File: src/rtl/ctlt_pkg.sv
// types, constants and helpers of the colour threshold table trainer
`timescale 1ns / 1ps
`default_nettype none

package ctlt_pkg;

  localparam int unsigned LEVELS     = 256;
  localparam int unsigned NUM_CHAN   = 3;
  localparam int unsigned MASK_W     = 8;
  localparam int unsigned VAL_W      = 8;
  localparam int unsigned FUNC_W     = 3;
  localparam int unsigned CLS_W      = 3;
  localparam int unsigned RAD_W      = 9;
  localparam int unsigned CFG_IDX_W  = 1;
  localparam int unsigned CFG_DATA_W = 9;
  localparam int unsigned Q_DEPTH    = 2;
  localparam int unsigned OB_DEPTH   = 2;

  localparam logic [FUNC_W-1:0] FUNC_CLASSIFY = 3'd0;
  localparam logic [FUNC_W-1:0] FUNC_MARK     = 3'd1;
  localparam logic [FUNC_W-1:0] FUNC_ERASE    = 3'd2;
  localparam logic [FUNC_W-1:0] FUNC_SAVE     = 3'd3;
  localparam logic [FUNC_W-1:0] FUNC_RESTORE  = 3'd4;

  localparam logic [CFG_IDX_W-1:0] CFG_CLASS_INDEX  = 1'b0;
  localparam logic [CFG_IDX_W-1:0] CFG_BRUSH_RADIUS = 1'b1;

  localparam logic [RAD_W-1:0] RADIUS_RESET = 9'd1;

  typedef enum logic [2:0] {
    OP_CLASSIFY,
    OP_MARK,
    OP_ERASE,
    OP_SAVE,
    OP_RESTORE,
    OP_NONE
  } op_e;

  typedef enum logic [1:0] {
    BK_CLEAR,
    BK_IDLE,
    BK_SWEEP
  } bk_state_e;

  typedef struct packed {
    logic [FUNC_W-1:0] func;
    logic [VAL_W-1:0]  y_value;
    logic [VAL_W-1:0]  u_value;
    logic [VAL_W-1:0]  v_value;
  } req_t;

  typedef struct packed {
    logic [MASK_W-1:0] class_mask;
    logic              is_member;
  } res_t;

  typedef struct packed {
    op_e                              op;
    logic [NUM_CHAN-1:0][VAL_W-1:0]   val;
  } item_t;

  typedef struct packed {
    logic  valid;
    item_t item;
  } qhead_t;

  typedef struct packed {
    logic pop;
    logic clearing;
  } bk_ctrl_t;

  function automatic op_e decode_func(logic [FUNC_W-1:0] func);
    op_e op;
    case (func)
      FUNC_CLASSIFY: op = OP_CLASSIFY;
      FUNC_MARK:     op = OP_MARK;
      FUNC_ERASE:    op = OP_ERASE;
      FUNC_SAVE:     op = OP_SAVE;
      FUNC_RESTORE:  op = OP_RESTORE;
      default:       op = OP_NONE;
    endcase
    return op;
  endfunction

endpackage

`default_nettype wire

File: src/rtl/ctlt_front.sv
// front end: takes requests, decodes the function and queues them
`timescale 1ns / 1ps
`default_nettype none

module ctlt_front (
  input  wire logic               clk_i,
  input  wire logic               rst_ni,
  input  wire logic               in_valid_i,
  output logic                    in_stall_o,
  input  wire ctlt_pkg::req_t     in_req_i,
  output ctlt_pkg::qhead_t        head_o,
  input  wire ctlt_pkg::bk_ctrl_t ctrl_i
);

  localparam int unsigned PW = $clog2(ctlt_pkg::Q_DEPTH);
  localparam int unsigned CW = $clog2(ctlt_pkg::Q_DEPTH + 1);

  ctlt_pkg::item_t entries_q [ctlt_pkg::Q_DEPTH];
  ctlt_pkg::item_t new_item;
  logic [PW-1:0]   wp_q, wp_d, rp_q, rp_d;
  logic [CW-1:0]   count_q, count_d;
  logic            full, push, pop;

  assign full       = count_q == CW'(ctlt_pkg::Q_DEPTH);
  assign in_stall_o = full || ctrl_i.clearing;
  assign push       = in_valid_i && !in_stall_o;
  assign pop        = ctrl_i.pop;

  always_comb begin
    new_item.op     = ctlt_pkg::decode_func(in_req_i.func);
    new_item.val[0] = in_req_i.y_value;
    new_item.val[1] = in_req_i.u_value;
    new_item.val[2] = in_req_i.v_value;
  end

  always_comb begin
    wp_d    = push ? PW'(wp_q + 1'b1) : wp_q;
    rp_d    = pop ? PW'(rp_q + 1'b1) : rp_q;
    count_d = CW'(count_q + CW'(push) - CW'(pop));
  end

  always_ff @(posedge clk_i or negedge rst_ni) begin
    if (!rst_ni) begin
      wp_q    <= '0;
      rp_q    <= '0;
      count_q <= '0;
    end else begin
      wp_q    <= wp_d;
      rp_q    <= rp_d;
      count_q <= count_d;
    end
  end

  always_ff @(posedge clk_i) begin
    if (push) begin
      entries_q[wp_q] <= new_item;
    end
  end

  assign head_o.valid = count_q != '0;
  assign head_o.item  = entries_q[rp_q];

endmodule

`default_nettype wire

File: config.mk
export PLATFORM = sky130hd
export DESIGN_NAME = ctlt_front
export DESIGN_NICKNAME = d
export VERILOG_FILES = /design/src/rtl/ctlt_pkg.sv /design/src/rtl/ctlt_front.sv
export SDC_FILE = /design/constraint.sdc
export NUM_CORES = 1
export LEC_CHECK = 0
export ABC_CLOCK_PERIOD_IN_PS = 2050
export BUFFER_PORTS_ARGS = -buffer_cell sky130_fd_sc_hd__buf_4
export CORE_UTILIZATION = 46
export DETAILED_ROUTE_END_ITERATION = 8
export GPL_TIMING_DRIVEN = 0
export PLACE_DENSITY = 0.79
export RECOVER_POWER = 100
export SKIP_LAST_GASP = 1
export SYNTH_ARGS = -nofsm -noshare
export SYNTH_HDL_FRONTEND = slang
export SYNTH_SLANG_ARGS = --single-unit
File: constraint.sdc
create_clock -name clk_i -period 2.05 [get_ports clk_i]
set_input_delay 0.3075 -clock clk_i [delete_from_list [all_inputs] [get_ports clk_i]]
set_output_delay 0.3075 -clock clk_i [all_outputs]
set_load 0.05 [all_outputs]
==> metrics.csv, run 1 <==
metric;value;unit
outcome;completed;
clockBufferDepth;2;
ys_warn_count;0;
crit_required;1.74;ns
syn_inst;105;
rsz0062_at_grt;false;
synth_top_family_by_area;multiplexers;
fin_skew;0.004558;ns
pin_count;61;
first_global_vias;1191;
final.setup.worst_slack;0.1896;ns
via_per_inst;4.657;
die_h;72.21;um
avgSynthCellArea;21.59;um^2
yosys_register_bits;58;
peakVddDrop;0.7986;mV
finalHoldViolations;0;
via_count;1169;
maxCapViolCount;0;
final_nets;213;
rows;25;
netlist_area;2267;um^2
overflow;0;
antenna_found_initial;0;
synthMuxAreaShare;16.56;%
pre_cts_ws;0.2327;ns
grtUsageTotal;15.52;%
hp-class;primary input to flip-flop;
dieArea;5214;um^2
p_total;4183;uW
synth-compound-area-share;0.3311;%
wl_per_cell;14.62;um
cp-end-kind;primary output;
maxSlewHeadroom;60.52;%
drt_first_pass_iters;3;
tightest_slew;0.5947;ns
diodes;0;
fin_crit_sh;90.75;%
grt_pass1_wl;5.637;mm
synth_nets;139;
ant_nets;0;
routed_wl;3.670;mm
synth.largest_area_cell;edfxtp_1;
core_area;4723;um^2
synth_cell_types;17;
fin_crit;1.860;ns
grt_max_degree;20;
finalSetupViolCount;0;
postCtsSetupBuffers;0;
synth_xor_area_share;1.545;%
drc;0;
synthAdderAreaFrac;1.104;%
synth_area_leaders;edfxtp_1, mux2_4, dfrtp_1;
holdWs;0.1792;ns
crit_type;flip-flop to primary output;
clk_pin_slew;0.06;ns
clock-sinks;58;
synth_top_area_share;71.52;%
fp.dieW;72.21;um
routabilityCongestion;0.6450;
drt_iter0_markers;67;
htree_levels;3;
fmax;0.5375;GHz
cts_tree;yes;
drive_above_1_share;53.26;%
root_buffer;clkbuf_8;
worstPathMaxFanout;10;
post_cts_resized;0;
clock_latency;0.32;ns
synth-simple-area-share;1.766;%
start_util;48.00;%
seq_area_frac_synth;75.94;%
io_buffer_count;60;
finalMaxSlewViolations;0;
layout.cells.most_common;edfxtp_1;
dp_hpwl;2.615;mm
cp_data_arrival_time;1.55;ns
powerDensity;1440;nW/um^2
final_cell_mix;edfxtp_1, clkbuf_2, clkbuf_4;
leakage;0.001146;uW
syn2layout_area_growth;28.09;%
holdBufCountCts;1;
start_kind;flip-flop;
cts_buffers;9;
## final timing paths
path                            slack, ns                          to  cells after the start                  from
worst max-delay path                 0.19                  head_o[16]                      4      rp_q$_DFFE_PN0P_
worst min-delay path                 0.18            rp_q$_DFFE_PN0P_                      2             ctrl_i[1]
worst max register to register       0.28  entries_q[0][20]$_DFFE_PP_                      4  count_q[0]$_DFF_PN0_
worst min register to register       0.52            wp_q$_DFFE_PN0P_                      1      wp_q$_DFFE_PN0P_
max in group asynchronous            1.47        count_q[0]$_DFF_PN0_                      2                rst_ni
min in group asynchronous            0.37            rp_q$_DFFE_PN0P_                      2                rst_ni
## critical path: stages (launching register included)
cell	delay (ns)
dfrtp_1	0.38
buf_6	0.16
buf_12	0.15
mux2_4	0.30
clkbuf_2	0.24
## per-layer routing
layer	vias up	wire [um]	part of all wire, %	track usage [%]
met5	-	0	0	0
met4	0	91	2.5	11.11
met3	7	196	5.3	4.861
met2	43	1870	51	24.92
met1	569	1512	41	17.61
li1	550	-	-	-
## where the power goes
group / switching [uW] / total, uW / internal (uW)
Sequential: 64.1 / 1550 / 1490
Combinational: 1160 / 1800 / 640
Clock: 401 / 829 / 428
## registers in the layout, summed over array words and instances, names as in the netlist
| register | cells |
|---|---|
| entries_q | 54 |
| count_q | 2 |
| wp_q | 1 |
| rp_q | 1 |
## through the flow
step	cells	TNS [ns]	area, um^2	util (%)
2_1_floorplan	105	-8.438	2267	-
3_3_place_gp	232	-38.47	2801	59.31
3_5_place_dp	234	0	2836	60.05
4_1_cts	251	0	3000	63.52
5_1_grt	251	0	2904	61.48
6_report	251	0	2904	61.48
## area by class of cell
cell class | instances | area (um^2)
Fill cell | 364 | 1819
Inverter | 2 | 7.507
Sequential cell | 58 | 1722
Buffer | 4 | 55.05
Multi-Input combinational cell | 41 | 488.0
Timing Repair Buffer | 63 | 394.1
Clock buffer | 12 | 135.1
Tap cell | 67 | 83.83
Clock inverter | 4 | 18.77
## synthesized netlist by cell type, drive strengths merged
library cell / n
nand2b: 2
nor2b: 1
xnor2: 3
nand3b: 1
inv: 2
ha: 2
mux2: 27
xor2: 1
nor2: 2
edfxtp: 54
clkbuf: 1
a21o: 1
dfrtp: 4
or2: 1
buf: 3
## logic make-up (layout without fill, tap and decap cells)
| group | after synthesis | count (layout) |
|---|---|---|
| flops | 58 | 58 |
| fa+ha+maj | 2 | 2 |
| mux | 27 | 27 |
| buf+inv | 6 | 85 |
| simple gates | 7 | 7 |
| xor+xnor | 4 | 4 |
| compound gates | 1 | 1 |
No activity file was read; power rests on OpenSTA's default activity.
==> inputs of run 2 (changes only) <==
--- a/config.mk
+++ b/config.mk
@@ -7,7 +7,9 @@
 export LEC_CHECK = 0
 export ABC_CLOCK_PERIOD_IN_PS = 2050
 export BUFFER_PORTS_ARGS = -buffer_cell sky130_fd_sc_hd__buf_4
-export CORE_UTILIZATION = 46
+export CELL_PAD_IN_SITES_DETAIL_PLACEMENT = 1
+export CELL_PAD_IN_SITES_GLOBAL_PLACEMENT = 1
+export CORE_UTILIZATION = 39
 export DETAILED_ROUTE_END_ITERATION = 8
 export GPL_TIMING_DRIVEN = 0
 export PLACE_DENSITY = 0.79
==> metrics.csv, run 2 (synthesis results as in run 1) <==
metric;value;unit
leakage;0.001123;uW
worstPathMaxFanout;18;
final_area;2902;um^2
min_path_cells;2;
maxSlewHeadroom;35.53;%
fin_crit_sh;102.2;%
crit_required;2.07;ns
ant_nets;0;
intPower;2541;uW
finalMaxSlewViolations;0;
reg2reg_from;count_q[1]$_DFF_PN0_;
start_util;40.92;%
hp-class;primary input to flip-flop;
tightest_slew;0.9661;ns
start_kind;flip-flop;
first_global_vias;1326;
drive_above_1_share;50.54;%
finalNonFillerCells;256;
numPlacedInstances;239;
cp_data_arrival_time;2.12;ns
grtUsageTotal;14.94;%
ff2ff_setup_slack;-0.05;ns
final_nets;213;
largest-register;entries_q;
seqPwrFrac;37.4;%
dp_hpwl;2.930;mm
finalHoldViolations;0;
core_area;5540;um^2
routed_wl;4.025;mm
dieArea;6122;um^2
min-delay-start;ctrl_i[1];
worstHoldEndpoint;rp_q$_DFFE_PN0P_;
clockBufferDepth;2;
clock_latency;0.32;ns
top_regs;entries_q: 54 flops, count_q: 2 flops;
met3_usage;5.465;%
fin_crit;2.095;ns
fmax;0.4773;GHz
cts_buffers;9;
swShare;38.84;%
cp-end-kind;flip-flop;
grt_pass1_wl;6.437;mm
p_total;4155;uW
grt_busiest_layer;met2;
layout.cells.most_common;edfxtp_1;
clkPwrFrac;19.9;%
clk_pin_slew;0.06;ns
grt_max_degree;19;
routabilityCongestion;0.6730;
rsz0062_at_grt;true;
p_switching;1614;uW
cts_tree;yes;
grt_use_met2;25.79;%
die_h;78.25;um
powerDensity;1432;nW/um^2
pin_count;61;
timing.rr.end;entries_q[0][14]$_DFFE_PP_;
antenna_found_initial;0;
place_area;2835;um^2
via_per_inst;4.547;
postCtsSetupBuffers;0;
fp.dieW;78.25;um
syn2layout_area_growth;27.98;%
drc;0;
largest_register_ffs;54;
use_met1;16.40;%
final_cell_mix;edfxtp_1, clkbuf_4, mux2_4;
peakVddDrop;0.6504;mV
diodes;0;
combPwrFrac;42.7;%
worstRegToRegCells;4;
drt_first_pass_iters;3;
via_count;1164;
final.setup.worst_slack;-0.04502;ns
root_buffer;clkbuf_8;
maxCapViolCount;0;
rows;27;
overflow;0;
fin_skew;0.004451;ns
finalSetupViolCount;20;
clock-sinks;58;
crit_type;flip-flop to flip-flop;
htree_levels;3;
wl_per_cell;15.72;um
outcome;finished, violations left;
drt_iter0_markers;69;
violations;negative setup slack;
io_buffer_count;60;
## run 2: changes by cell type in the layout (fill, tap and decap cells not counted), sizes merged
cell    delta
buf        +1
clkbuf     -1
## run 2: stage by stage
step	hold WS, ns	utilization, %	setup TNS (ns)	worst slack [ns]
6_report	0.1825	52.37	-0.5574	-0.04502
5_1_grt	0.1642	52.37	-4.138	-0.2042
4_1_cts	0.1508	54.13	-2.150	-0.1126
3_5_place_dp	0.1096	51.17	-1.773	-0.09171
3_3_place_gp	0.1044	50.68	-41.31	-0.7657
2_1_floorplan	0.01191	-	-8.438	-0.1563
## run 2: worst max path at each step
stage | start | to | slack, ns | cells past startpoint
5_1_grt | count_q[1]$_DFF_PN0_ | entries_q[1][9]$_DFFE_PP_ | -0.20 | 4
3_5_place_dp | count_q[1]$_DFF_PN0_ | entries_q[0][14]$_DFFE_PP_ | -0.09 | 4
4_1_cts | count_q[1]$_DFF_PN0_ | entries_q[0][14]$_DFFE_PP_ | -0.11 | 4
3_3_place_gp | ctrl_i[0] | entries_q[1][13]$_DFFE_PP_ | -0.77 | 3
2_1_floorplan | count_q[1]$_DFF_PN0_ | entries_q[0][0]$_DFFE_PP_ | -0.16 | 3
6_report | count_q[1]$_DFF_PN0_ | entries_q[0][14]$_DFFE_PP_ | -0.05 | 4
## run 2: what timing repair did
item | 4_1_cts | 5_1_grt
hold buffers | 1 | 0
hold endpoints to repair | 4 | 0
resized for setup | 0 | 0
setup endpoints to repair | 20 | 46
## run 2: layer usage
metal,share of wire (%),wire (um)
met5,0,0
met3,5.8,235
met1,41,1644
met4,0.47,19
met2,53,2126
## run 2: layout make-up
type                       instances  area [um^2]
clock buffer                      12        135.1
timing repair buffer              63        421.7
buffer                             4        30.03
inverter                           2        7.507
clock inverter                     4        18.77
tap                               72        90.09
fill                             553         2639
sequential                        58         1722
multi-input combinational         41        476.7
## run 2: power by group through the flow
stage	Combinational (uW)	Clock, uW	Sequential (uW)
2_1_floorplan	1470	0	1560
3_3_place_gp	1900	0	1570
3_5_place_dp	1970	0	1580
4_1_cts	1970	856	1560
5_1_grt	1870	917	1570
6_report	1780	825	1550
## run 2: worst max-delay path, cell delays in order, from the launching register on
cell and delay (ns):
dfrtp_1 0.40, nand2b_1 0.12, nand3b_1 0.22, nor2_2 0.80, buf_6 0.26
